`src/rtl/iucs_pkg.sv`:
```
// Package with constants and the ones'-complement adder for the IPv4/UDP checksum unit.
package iucs_pkg;

  localparam int unsigned ByteW = 8;
  localparam int unsigned WordW = 16;
  localparam int unsigned IhlW  = 4;

  // Smallest last-byte offset that counts as long enough (length = offset + 1).
  localparam logic [WordW-1:0] HdrMinLastOff = 16'd19;
  localparam logic [WordW-1:0] UdpMinLastOff = 16'd27;
  localparam logic [WordW-1:0] HdrCsumOff    = 16'd10;
  localparam logic [WordW-1:0] ProtoWordOff  = 16'd8;
  localparam logic [WordW-1:0] SrcAddrHiOff  = 16'd12;
  localparam logic [WordW-1:0] SrcAddrLoOff  = 16'd14;
  localparam logic [WordW-1:0] DstAddrHiOff  = 16'd16;
  localparam logic [WordW-1:0] DstAddrLoOff  = 16'd18;
  localparam logic [WordW-1:0] UdpLenRelOff  = 16'd4;
  localparam logic [WordW-1:0] UdpCsumRelOff = 16'd6;
  localparam logic [WordW-1:0] CountSatLo    = 16'hfffe;

  // Ones'-complement add with end-around carry. The folded sum cannot carry again.
  function automatic logic [WordW-1:0] oc_add(input logic [WordW-1:0] acc,
                                               input logic [WordW-1:0] w);
    logic [WordW:0] s;
    s = {1'b0, acc} + {1'b0, w};
    return s[WordW-1:0] + {{(WordW-1){1'b0}}, s[WordW]};
  endfunction

endpackage

```
`src/rtl/iucs_in_if.sv`:
```
// Input channel: one packet byte per word with an end-of-packet mark.
interface iucs_in_if;
  logic       valid;
  logic       ready;
  logic [7:0] packet_byte;
  logic       last_byte;

  modport source(output valid, packet_byte, last_byte, input ready);
  modport sink(input valid, packet_byte, last_byte, output ready);
endinterface

```
`src/rtl/iucs_out_if.sv`:
```
// Output channel: both checksums of one packet and their length flags.
interface iucs_out_if;
  logic        valid;
  logic        ready;
  logic [15:0] header_sum;
  logic [15:0] udp_sum;
  logic        header_sum_valid;
  logic        udp_sum_valid;

  modport source(output valid, header_sum, udp_sum, header_sum_valid, udp_sum_valid,
                 input ready);
  modport sink(input valid, header_sum, udp_sum, header_sum_valid, udp_sum_valid,
               output ready);
endinterface

```
`src/rtl/ipv4_udp_checksum_unit.sv`:
```
// IPv4 header and UDP checksum unit over a byte stream, with a registered result word.
//
//   channel | dir | word contents                                         | handshake
//   in_i    | in  | packet_byte, last_byte                                | valid/ready
//   out_o   | out | header_sum, udp_sum, header_sum_valid, udp_sum_valid  | valid/ready
//
// One byte is taken per cycle while in_i.ready is high; the accumulators update in the same cycle as the byte.
// The result for a packet appears in the cycle after its last byte is accepted.
// Reset clears the byte counter, both accumulators, the IHL register and the result valid.
// Input is stalled only while a finished result is held and not taken downstream.
module ipv4_udp_checksum_unit (
  input  logic  clk_i,
  input  logic  rst_ni,
  iucs_in_if.sink    in_i,
  iucs_out_if.source out_o
);
  import iucs_pkg::*;

  logic [WordW-1:0] byte_cnt_q, byte_cnt_d;
  logic [WordW-1:0] hdr_acc_q, hdr_acc_d;
  logic [WordW-1:0] udp_acc_q, udp_acc_d;
  logic [ByteW-1:0] pend_q;
  logic [IhlW-1:0]  ihl_q, ihl_d;

  logic             out_valid_q;
  logic [WordW-1:0] hdr_sum_q, udp_sum_q, hdr_sum_d, udp_sum_d;
  logic             hdr_valid_q, udp_valid_q, hdr_valid_d, udp_valid_d;

  logic             in_acc;
  logic             word_done;
  logic [WordW-1:0] word;
  logic [WordW-1:0] woff;
  logic [WordW-1:0] hlen;
  logic [WordW-1:0] hdr_add, udp_add_a, udp_add_b, udp_add_c;
  logic [WordW-1:0] hdr_new, udp_new;

  assign in_i.ready = !out_valid_q || out_o.ready;
  assign in_acc     = in_i.valid && in_i.ready;

  always_comb begin
    // The IHL nibble is live in the same cycle that byte 0 arrives.
    ihl_d     = (byte_cnt_q == '0) ? in_i.packet_byte[IhlW-1:0] : ihl_q;
    hlen      = {{(WordW-IhlW-2){1'b0}}, ihl_d, 2'b00};
    word_done = byte_cnt_q[0] || in_i.last_byte;
    // An odd final byte is the high half of a word padded with zero.
    word      = byte_cnt_q[0] ? {pend_q, in_i.packet_byte} : {in_i.packet_byte, 8'h00};
    woff      = {byte_cnt_q[WordW-1:1], 1'b0};

    hdr_add   = '0;
    udp_add_a = '0;
    udp_add_b = '0;
    udp_add_c = '0;
    if (word_done) begin
      if (woff < hlen && woff != HdrCsumOff) hdr_add = word;
      if (woff == SrcAddrHiOff || woff == SrcAddrLoOff ||
          woff == DstAddrHiOff || woff == DstAddrLoOff) begin
        udp_add_a = word;
      end else if (woff == ProtoWordOff) begin
        udp_add_a = {8'h00, word[ByteW-1:0]};
      end
      // The UDP length word is counted once for the pseudo-header and once as data.
      if (woff >= hlen) begin
        if (woff == hlen + UdpLenRelOff) begin
          udp_add_b = word;
          udp_add_c = word;
        end else if (woff != hlen + UdpCsumRelOff) begin
          udp_add_b = word;
        end
      end
    end
    // Adding zero leaves a ones'-complement sum unchanged, so idle terms are zero.
    hdr_new = oc_add(hdr_acc_q, hdr_add);
    udp_new = oc_add(oc_add(oc_add(udp_acc_q, udp_add_a), udp_add_b), udp_add_c);

    hdr_valid_d = byte_cnt_q >= HdrMinLastOff;
    udp_valid_d = byte_cnt_q >= UdpMinLastOff;
    hdr_sum_d   = hdr_valid_d ? ~hdr_new : '0;
    udp_sum_d   = udp_valid_d ? ~udp_new : '0;

    if (in_i.last_byte) begin
      byte_cnt_d = '0;
      hdr_acc_d  = '0;
      udp_acc_d  = '0;
    end else begin
      // Near the top the counter toggles its low bit so byte pairing goes on.
      byte_cnt_d = (byte_cnt_q >= CountSatLo) ? (byte_cnt_q ^ 16'd1)
                                              : (byte_cnt_q + 16'd1);
      hdr_acc_d  = hdr_new;
      udp_acc_d  = udp_new;
    end
  end

  always_ff @(posedge clk_i or negedge rst_ni) begin
    if (!rst_ni) begin
      byte_cnt_q  <= '0;
      hdr_acc_q   <= '0;
      udp_acc_q   <= '0;
      ihl_q       <= '0;
      out_valid_q <= 1'b0;
    end else begin
      if (in_acc) begin
        byte_cnt_q <= byte_cnt_d;
        hdr_acc_q  <= hdr_acc_d;
        udp_acc_q  <= udp_acc_d;
        ihl_q      <= in_i.last_byte ? '0 : ihl_d;
      end
      if (in_acc && in_i.last_byte) begin
        out_valid_q <= 1'b1;
      end else if (out_o.ready) begin
        out_valid_q <= 1'b0;
      end
    end
  end

  always_ff @(posedge clk_i) begin
    if (in_acc && !byte_cnt_q[0]) pend_q <= in_i.packet_byte;
    if (in_acc && in_i.last_byte) begin
      hdr_sum_q   <= hdr_sum_d;
      udp_sum_q   <= udp_sum_d;
      hdr_valid_q <= hdr_valid_d;
      udp_valid_q <= udp_valid_d;
    end
  end

  assign out_o.valid            = out_valid_q;
  assign out_o.header_sum       = hdr_sum_q;
  assign out_o.udp_sum          = udp_sum_q;
  assign out_o.header_sum_valid = hdr_valid_q;
  assign out_o.udp_sum_valid    = udp_valid_q;

  a_last_gives_result: assert property (@(posedge clk_i) disable iff (!rst_ni)
    in_acc && in_i.last_byte |=> out_valid_q)
    else $error("accepted last byte did not produce a result");

  a_last_clears_count: assert property (@(posedge clk_i) disable iff (!rst_ni)
    in_acc && in_i.last_byte |=> byte_cnt_q == '0 && hdr_acc_q == '0 && udp_acc_q == '0)
    else $error("packet state not cleared after last byte");

  a_udp_implies_hdr: assert property (@(posedge clk_i) disable iff (!rst_ni)
    out_valid_q && udp_valid_q |-> hdr_valid_q)
    else $error("UDP length flag set without header length flag");

  a_short_hdr_zero: assert property (@(posedge clk_i) disable iff (!rst_ni)
    out_valid_q && !hdr_valid_q |-> hdr_sum_q == '0)
    else $error("header sum not zero for short packet");

  a_short_udp_zero: assert property (@(posedge clk_i) disable iff (!rst_ni)
    out_valid_q && !udp_valid_q |-> udp_sum_q == '0)
    else $error("UDP sum not zero for short packet");

endmodule
```
`src/flat_wrapper.sv`:
```
// flat-port wrapper written by rule: the top's interface ports become plain ports
module ipv4_udp_checksum_unit_flat import iucs_pkg::*;
  (clk_i, rst_ni, in_i_valid, in_i_packet_byte, in_i_last_byte, in_i_ready, out_o_valid, out_o_header_sum, out_o_udp_sum, out_o_header_sum_valid, out_o_udp_sum_valid, out_o_ready);
  iucs_in_if in_i_i ();
  iucs_out_if out_o_i ();
  input  logic clk_i;
  input  logic rst_ni;
  input wire logic [$bits(in_i_i.valid)-1:0] in_i_valid;
  input wire logic [$bits(in_i_i.packet_byte)-1:0] in_i_packet_byte;
  input wire logic [$bits(in_i_i.last_byte)-1:0] in_i_last_byte;
  output wire logic [$bits(in_i_i.ready)-1:0] in_i_ready;
  output wire logic [$bits(out_o_i.valid)-1:0] out_o_valid;
  output wire logic [$bits(out_o_i.header_sum)-1:0] out_o_header_sum;
  output wire logic [$bits(out_o_i.udp_sum)-1:0] out_o_udp_sum;
  output wire logic [$bits(out_o_i.header_sum_valid)-1:0] out_o_header_sum_valid;
  output wire logic [$bits(out_o_i.udp_sum_valid)-1:0] out_o_udp_sum_valid;
  input wire logic [$bits(out_o_i.ready)-1:0] out_o_ready;
  assign in_i_i.valid = in_i_valid;
  assign in_i_i.packet_byte = in_i_packet_byte;
  assign in_i_i.last_byte = in_i_last_byte;
  assign in_i_ready = in_i_i.ready;
  assign out_o_valid = out_o_i.valid;
  assign out_o_header_sum = out_o_i.header_sum;
  assign out_o_udp_sum = out_o_i.udp_sum;
  assign out_o_header_sum_valid = out_o_i.header_sum_valid;
  assign out_o_udp_sum_valid = out_o_i.udp_sum_valid;
  assign out_o_i.ready = out_o_ready;
  ipv4_udp_checksum_unit u_core (.clk_i(clk_i), .rst_ni(rst_ni), .in_i(in_i_i), .out_o(out_o_i));
endmodule
```
`config.mk`:
```
export PLATFORM = sky130hd
export DESIGN_NAME = ipv4_udp_checksum_unit_flat
export DESIGN_NICKNAME = d
export VERILOG_FILES = /design/src/rtl/iucs_pkg.sv /design/src/rtl/iucs_in_if.sv /design/src/rtl/iucs_out_if.sv /design/src/rtl/ipv4_udp_checksum_unit.sv /design/src/flat_wrapper.sv
export SDC_FILE = /design/constraint.sdc
export NUM_CORES = 1
export LEC_CHECK = 0
export ABC_AREA = 1
export BUFFER_PORTS_ARGS = -buffer_cell sky130_fd_sc_hd__buf_2
export CORE_ASPECT_RATIO = 0.6
export CORE_MARGIN = 10
export CORE_UTILIZATION = 64
export CTS_CLUSTER_SIZE = 40
export DETAILED_ROUTE_END_ITERATION = 6
export HOLD_SLACK_MARGIN = 0.02
export PLACE_DENSITY = 0.94
export SLEW_MARGIN = 10
export SYNTH_ARGS = -nofsm -noshare
export SYNTH_HDL_FRONTEND = slang
export SYNTH_SLANG_ARGS = --single-unit
```
`constraint.sdc`:
```
create_clock -name clk_i -period 11 [get_ports clk_i]
set_input_delay 1.1 -clock clk_i [delete_from_list [all_inputs] [get_ports clk_i]]
set_output_delay 1.1 -clock clk_i [all_outputs]
set_load 0.03 [all_outputs]
```
==> results.toml, run 1 <==
[run_status]
outcome = "finished clean"

[worst_setup_path]
max_stage_delay_ns = 0.97
crit_path_end_kind = "flop"
critical_path_class = "reg -> reg"
crit_fanout = 18
critPathLaunchType = "flop"
path_common_cell = "nand2_1"
slowest_stage = "a21oi_1"
cp.arrival_ns = 9.97
worstPathRequired_ns = 11.09

[yosys]
synth_most_common_cell = "nand2_1"
synth_top_family_by_area = "simple AND/OR/NAND/NOR gates"
synthMuxAreaShare_pct = 0
yosysSeqAreaShare_pct = 26.04
ys_async_sr_fraction_pct = 55.79
synth_edf_count = 42
synth_warnings = 0
synth.top_cell.area_share_pct = 17.91
synthSimpleGateAreaFrac_pct = 37.68
syn-num-nets = 1646
yosys.area.top_type = "nand2_1"
synth_cell_types = 45
synth_adder_area_share_pct = 10.88
yosys-top-cells-count = "nand2_1, inv_1, nor2_1, nand3_1, ha_1"
synth-xor-area-share_pct = 4.936
synthesis.instances = 1549
ys_ff_latch = 95
ys.flop_type = "dfrtp_1"
synth_area_leaders = "nand2_1, dfrtp_1, edfxtp_1"
avgSynthCellArea_sq_um = 6.414
synth_compound_gate_area_share_pct = 9.608
synth_area_sq_um = 9936

[die]
die_x_um = 180.9
start_util_pct = 65.01
dieArea_sq_um = 21070
die_h_um = 116.5
coreArea_sq_um = 15280
io_pins = 49
rows = 35

[power_and_ir_drop]
power.total_uw = 1920
leakage_uw = 0.005731
ir_drop_uv = 123.6
powerDensity_nw_per_um2 = 179.8

[finish]
drive_gt1_share_pct = 6.383
nets = 1690
fin_area_sq_um = 10680
num-fill-cells = 1282
area_delta_synth_final_pct = 7.467
num_antenna_cells = 0

[grt]
grt.overflow.total = 0
grt_pass1_wl_um = 49830
grt_use_met3_pct = 10.06
grt_usage_pct = 29.48
use_met1_pct = 44.77
grt_antenna_before_repair = 0
first_global_vias = 9334
use_met2_pct = 39.80
grt_start_max_net_pins = 54
gr-max-usage-layer = "met1"

[cts]
cts_sinks = 95
root_buffer = "clkbuf_16"
ctsResizeCount = 0
cts_tree = "done"
hold_buffers = 0
cts.htree.levels = 3
clk_path_buf_depth = 2
clk_latency_ns = 0.36
postCtsSetupRepairBufs = 0
cts_buffers = 9
cts.clk_slew.worst_paths_ns = 0.07

[timing]
fin_crit_ns = 9.886
tightest_slew_ns = 1.255
rsz0062_at_grt = "no"
finalSetupViolations = 0
max_freq_mhz = 101.1
min_period_over_period_pct = 89.88
fin_setup_tns_ns = 0
finalHoldViolCount = 0
relSlewSlack_pct = 16.31
drv_slew = 0
skew_ns = 0.01242

[worst_hold_path]
hold_class = "reg -> reg"

[routing]
wl_per_cell_um = 17.68
detail-route-antenna-nets = 0
drcViolationCount = 0
dr_total_vias = 10680
drt_iter0_drc = 1759
drtPass1Iterations = 6
vias_per_cell = 5.928
wl_um = 31850

[place]
gp_congestion = 1.020
placed_cell_area_sq_um = 10360
hpwlAfterDp_um = 25610
port_buffers = 48

[flow_run]
cap_violations = 0
-- critical path: cells and delay by family (launching register included) --
family          cells  cell delay, ns
compound gates     11            2.34
xor+xnor            1            0.17
fa+ha+maj           6            1.81
buf+inv             3            0.54
flops               1            0.70
simple gates       29            4.06
-- per-layer routing --
layer / wire [um] / up-vias
li1: - / 5041
met1: 14390 / 4822
met2: 12090 / 785
met3: 5183 / 29
met4: 189 / 0
met5: 0 / -
-- cell usage in the layout, fill, tap and decap left out, drive strengths merged, types with 5 or more instances in the layout --
cell,synthesis,layout
a21oi,77,77
buf,7,53
clkbuf,13,9
dfrtp,53,53
edfxtp,42,42
ha,80,80
inv,257,260
nand2,477,477
nand3,127,127
nand3b,5,5
nand4,40,40
nor2,203,203
nor3,10,10
o21ai,60,60
o21bai,7,7
xnor2,17,17
xor2,39,39
-- sequential cells by signal (all words and copies together) (netlist names) --
register                       cells
u_core.out_o.udp_sum              16
u_core.out_o.header_sum           16
u_core.out_o.valid                 1
u_core.byte_cnt_q                 16
u_core.out_o.header_sum_valid      1
u_core.udp_acc_q                  16
u_core.ihl_q                       4
u_core.hdr_acc_q                  16
u_core.out_o.udp_sum_valid         1
u_core.pend_q                      8
-- cell families (layout without fill, tap and decap cells) --
kind of cell	count (synthesis)	in the layout
AOI/OAI and AO/OA	169	169
xor gates and xnor gates	56	56
DFF	95	95
and+or+nand+nor	868	868
adders and majority gates	84	84
buffers and inverters	277	326
-- area by class of cell --
type                    instances  area (sq um)  area share [%]
clock buffers                   9         225.2           2.109
clock inverters                 7         88.84          0.8320
multi-input cells            1177          6280           58.81
flip-flops and latches         95          2587           24.23
well taps                     203         254.0           2.379
repair buffers                 53         277.8           2.601
inverters                     257         964.7           9.034
-- per-stage QoR --
stage | util [%] | setup WS (ns) | hold WS [ns] | cells
5_1_grt | 69.86 | 0.2631 | 0.5281 | 1801
6_report | 69.86 | 1.114 | 0.4988 | 1801
2_1_floorplan | - | 2.763 | 0.4534 | 1549
4_1_cts | 69.86 | 1.517 | 0.4919 | 1801
3_3_place_gp | 67.81 | 1.743 | 0.4701 | 1785
3_5_place_dp | 67.81 | 1.315 | 0.4723 | 1785
-- final timing paths --
path	start	endpoint	slack (ns)	cells past startpoint
setup / recovery	u_core.byte_cnt_q[0]	u_core.out_o.udp_sum[12]	1.11	50
hold / removal	u_core.hdr_acc_q[15]	u_core.hdr_acc_q[15]	0.50	2
setup reg to reg	u_core.byte_cnt_q[0]	u_core.out_o.udp_sum[12]	1.11	50
hold reg to reg	u_core.hdr_acc_q[15]	u_core.hdr_acc_q[15]	0.50	2
max in group asynchronous	rst_ni	u_core.hdr_acc_q[13]	9.65	2
min in group asynchronous	rst_ni	u_core.byte_cnt_q[9]	0.86	2
-- where the power goes --
| group | leakage, uW | switching (uW) | internal [uW] |
|---|---|---|---|
| sequential | 0.00112 | 53.6 | 422 |
| combinational | 0.00446 | 777 | 332 |
| clock | 0.000150 | 154 | 182 |
No activity file was read; power rests on OpenSTA's default activity.
==> run 2: changes to the inputs <==
==> constraint.sdc (replaced) <==
create_clock -name clk_i -period 9.81 [get_ports clk_i]
set_input_delay 1.962 -clock clk_i [delete_from_list [all_inputs] [get_ports clk_i]]
set_output_delay 1.962 -clock clk_i [all_outputs]
set_load 0.03 [all_outputs]
==> results.toml, run 2 (synthesized netlist as in run 1, its figures left out) <==
[worst_setup_path]
cp.arrival_ns = 9.43
critPathLaunchType = "primary input"
worstPathRequired_ns = 9.91
critical_path_class = "in -> reg"
slowest_stage = "ha_1"
path_common_cell = "nand2_1"
crit_path_end_kind = "flop"
max_stage_delay_ns = 0.41
crit_fanout = 6

[cts]
cts_buffers = 9
cts.clk_slew.worst_paths_ns = 0.08
root_buffer = "clkbuf_16"
clk_latency_ns = 0.36
cts_tree = "done"
clk_path_buf_depth = 2
cts_sinks = 95
cts.htree.levels = 3

[timing]
tightest_slew_ns = 0.7033
drv_slew = 0
skew_ns = 0.01096
setup_ws_ns = 0.4703
finalSetupViolations = 0
max_freq_mhz = 107.1
relSlewSlack_pct = 53.12
fin_crit_ns = 9.340
finalHoldViolCount = 0
holdWs_ns = 0.5069
min_period_over_period_pct = 95.21

[routing]
drt_iter0_drc = 1613
detail-route-antenna-nets = 0
wl_um = 32420
vias_per_cell = 5.893
drcViolationCount = 13
wl_per_cell_um = 17.66
drtPass1Iterations = 7
dr_total_vias = 10820

[power_and_ir_drop]
ir_drop_uv = 124.1
powerDensity_nw_per_um2 = 200.7
leakage_uw = 0.005890

[grt]
grt_start_max_net_pins = 54
grt_usage_pct = 29.57
first_global_vias = 9549
grt_antenna_before_repair = 0
grt_pass1_wl_um = 50370
grt.overflow.total = 0

[die]
rows = 35
die_h_um = 116.5
dieArea_sq_um = 21070
start_util_pct = 65.01
die_x_um = 180.9
io_pins = 49
coreArea_sq_um = 15280

[flow_run]
cap_violations = 0

[place]
placedCellCount = 1807
port_buffers = 48
gp_congestion = 1.053
hpwlAfterDp_um = 25630
pre_cts_slack_ns = -0.4352

[finish]
mostFrequentLayoutCells = "nand2_1, inv_1, nor2_1, nand3_1, a21oi_1"
num-fill-cells = 1233
final-seq-area_sq_um = 2587
area_delta_synth_final_pct = 11.57
final_cells = 1836
num_antenna_cells = 0
multi_input_area_sq_um = 6430
nets = 1725
final_common_cell = "nand2_1"
final_util_pct = 72.53
drive_gt1_share_pct = 10.90

[run_status]
failed_checks = "design-rule violations"
outcome = "finished with violations"

[worst_hold_path]
hold_class = "reg -> reg"
==> run 2: final cells by class <==
class | instances | share of cell area (%)
clock buffers | 9 | 2.032
clock inverters | 7 | 0.7336
inverters | 257 | 8.725
multi-input cells | 1177 | 58.00
flip-flops and latches | 95 | 23.34
well taps | 203 | 2.291
repair buffers | 88 | 4.876
==> run 2: metrics by stage <==
step	power (uW)	instance area, sq um	TNS [ns]
after floorplan	1385	9936	0
after global placement	1715	10530	0
after detailed placement	1742	10530	-3.478
after CTS	2109	10840	0
after global routing	2359	11090	-1.171
final	2224	11090	0
==> run 2: power by group <==
part | leakage [uW] | switching (uW) | internal, uW
combinational | 0.00462 | 905 | 427
clock | 0.000150 | 177 | 183
sequential | 0.00112 | 59.2 | 473
total | 0.00589 | 1140 | 1080
==> run 2: what timing repair did <==
item,CTS,global route
hold buffers,0,0
pin swaps,1,20
resized for setup,1,53
setup endpoints to repair,6,28
setup buffers,1,12
cloned,0,0
==> run 2: worst max-delay path, delay by kind of cell <==
kind	cells	cell delay (ns)
simple gates	28	3.18
buf+inv	3	0.31
xor+xnor	3	0.56
compound gates	11	1.46
fa+ha+maj	7	1.93
==> run 2: worst paths after layout <==
kind                                  startpoint                 endpoint  slack (ns)  depth (start not counted)
max                               in_i_last_byte  u_core.out_o.udp_sum[9]        0.47                         52
min                         u_core.hdr_acc_q[15]     u_core.hdr_acc_q[15]        0.51                          2
max reg2reg                u_core.byte_cnt_q[11]  u_core.out_o.udp_sum[9]        0.94                         54
min reg2reg                 u_core.hdr_acc_q[15]     u_core.hdr_acc_q[15]        0.51                          2
max in group asynchronous                 rst_ni     u_core.hdr_acc_q[11]        7.59                          2
min in group asynchronous                 rst_ni    u_core.byte_cnt_q[10]        1.72                          2
==> run 2: per-layer routing <==
metal	vias up	track usage (%)	wire, um
met5	-	0	0
met4	0	4.679	424
met3	56	10.33	5131
met2	782	40.54	12690
met1	4852	43.78	14180
li1	5129	-	-
==> run 3: changes to the inputs <==
--- a/config.mk
+++ b/config.mk
@@ -14,6 +14,7 @@
 export DETAILED_ROUTE_END_ITERATION = 6
 export HOLD_SLACK_MARGIN = 0.02
 export PLACE_DENSITY = 0.94
+export RECOVER_POWER = 50
 export SLEW_MARGIN = 10
 export SYNTH_ARGS = -nofsm -noshare
 export SYNTH_HDL_FRONTEND = slang
==> results.toml, run 3 (synthesized netlist as in run 1, its figures left out) <==
[run_status]
failed_checks = "max-capacitance violations, max-slew violations"
outcome = "finished with violations"

[finish]
area_delta_synth_final_pct = 10.92
final_cells = 1836
final_common_cell = "nand2_1"
mostFrequentLayoutCells = "nand2_1, inv_1, nor2_1, nand3_1, a21oi_1"
nets = 1725
num_antenna_cells = 0
drive_gt1_share_pct = 8.206

[worst_setup_path]
slowest_stage = "ha_1"
critical_path_class = "in -> reg"
path_common_cell = "nand2_1"
rrSetupSlack_ns = 0.93
crit_fanout = 5
worstPathRequired_ns = 9.91
critPathLaunchType = "primary input"
crit_path_end_kind = "flop"
max_stage_delay_ns = 0.41
cp.arrival_ns = 9.49

[power_and_ir_drop]
switching_share_pct = 51.34
powerDensity_nw_per_um2 = 201.5
clkPwrFrac_pct = 16.2
intPower_uw = 1081
p_sw_uw = 1140
ir_drop_uv = 124.1
seq_power_share_pct = 24.0
p_comb_share_pct = 59.8
leakage_uw = 0.005759
power.total_uw = 2221

[place]
placedCellCount = 1807
port_buffers = 48
gp_congestion = 1.053
hpwlAfterDp_um = 25630

[timing]
tightest_slew_ns = 2.945
fin_setup_tns_ns = 0
fin_crit_ns = 9.391
min_period_over_period_pct = 95.73
finalHoldViolCount = 0
relSlewSlack_pct = -96.35
max_freq_mhz = 106.5
finalSetupViolations = 0
drv_slew = 135
skew_ns = 0.01133

[cts]
hold_buffers = 0
clk_latency_ns = 0.36
cts.htree.levels = 3
root_buffer = "clkbuf_16"
cts_buffers = 9
clk_path_buf_depth = 2
cts_sinks = 95
cts_tree = "done"
cts.clk_slew.worst_paths_ns = 0.08

[routing]
wl_um = 32340
vias_per_cell = 5.908
detail-route-antenna-nets = 0
drt_iter0_drc = 1557
dr_total_vias = 10850
wl_per_cell_um = 17.61
drcViolationCount = 0
drtPass1Iterations = 7

[die]
start_util_pct = 65.01
rows = 35
coreArea_sq_um = 15280
die_x_um = 180.9
dieArea_sq_um = 21070
io_pins = 49
die_h_um = 116.5

[flow_run]
cap_violations = 3

[grt]
first_global_vias = 9549
grt_start_max_net_pins = 54
grt_usage_pct = 29.57
grt_pass1_wl_um = 50370
grt.overflow.total = 0
grt_antenna_before_repair = 0

[worst_hold_path]
hold_class = "reg -> reg"
-- run 3: final timing paths --
check                                 startpoint                       end  cells after the start
max                          in_i_packet_byte[1]  u_core.out_o.udp_sum[12]                     53
min                         u_core.hdr_acc_q[15]      u_core.hdr_acc_q[15]                      2
max in group asynchronous                 rst_ni      u_core.hdr_acc_q[14]                      2
min in group asynchronous                 rst_ni     u_core.byte_cnt_q[10]                      2
min reg2reg                 u_core.hdr_acc_q[15]      u_core.hdr_acc_q[15]                      2
max reg2reg                u_core.byte_cnt_q[11]  u_core.out_o.udp_sum[12]                     55
-- run 3: per-stage QoR --
step | hold slack, ns | setup WS (ns) | utilization [%] | instance area (sq um)
floorplan | 0.4534 | 0.7111 | - | 9936
global placement | 0.4734 | 0.1257 | 68.89 | 10530
detailed placement | 0.4869 | -0.4352 | 68.89 | 10530
CTS | 0.5063 | 0.04339 | 70.95 | 10840
global route | 0.5392 | -0.1817 | 72.11 | 11020
finish | 0.5072 | 0.4189 | 72.11 | 11020
-- run 3: final cells by class --
type,instances,area [sq um]
Clock buffer,9,225.2
Inverter,257,967.2
Tap cell,203,254.0
Clock inverter,7,81.33
Fill cell,1260,4263
Multi-Input combinational cell,1177,6430
Timing Repair Buffer,88,475.5
Sequential cell,95,2587
-- run 3: per-layer routing --
| metal | GRT usage [%] | routed length (um) | vias to the layer above |
|---|---|---|---|
| li1 | - | - | 5136 |
| met1 | 43.78 | 13980 | 4845 |
| met2 | 40.54 | 12660 | 803 |
| met3 | 10.33 | 5236 | 64 |
| met4 | 4.679 | 455 | 0 |
| met5 | 0 | 0 | - |
-- run 3: critical path: cells and delay by family --
kind            cells  cell delay, ns
simple gates       28            3.38
xor+xnor            2            0.29
compound gates     12            1.57
buf+inv             4            0.41
fa+ha+maj           7            1.88
-- run 3: timing repair --
item	CTS	global route
buffers inserted	1	12
resized for setup	1	53
pin swaps	1	20
endpoints found under the setup margin	6	28
-- run 3: power by group through the flow --
stage | clock network, uW | registers, uW | logic (uW)
final | 359 | 533 | 1330
after global routing | 379 | 536 | 1440
after CTS | 360 | 525 | 1220
after detailed placement | 0 | 531 | 1210
after global placement | 0 | 529 | 1190
after floorplan | 0 | 518 | 867
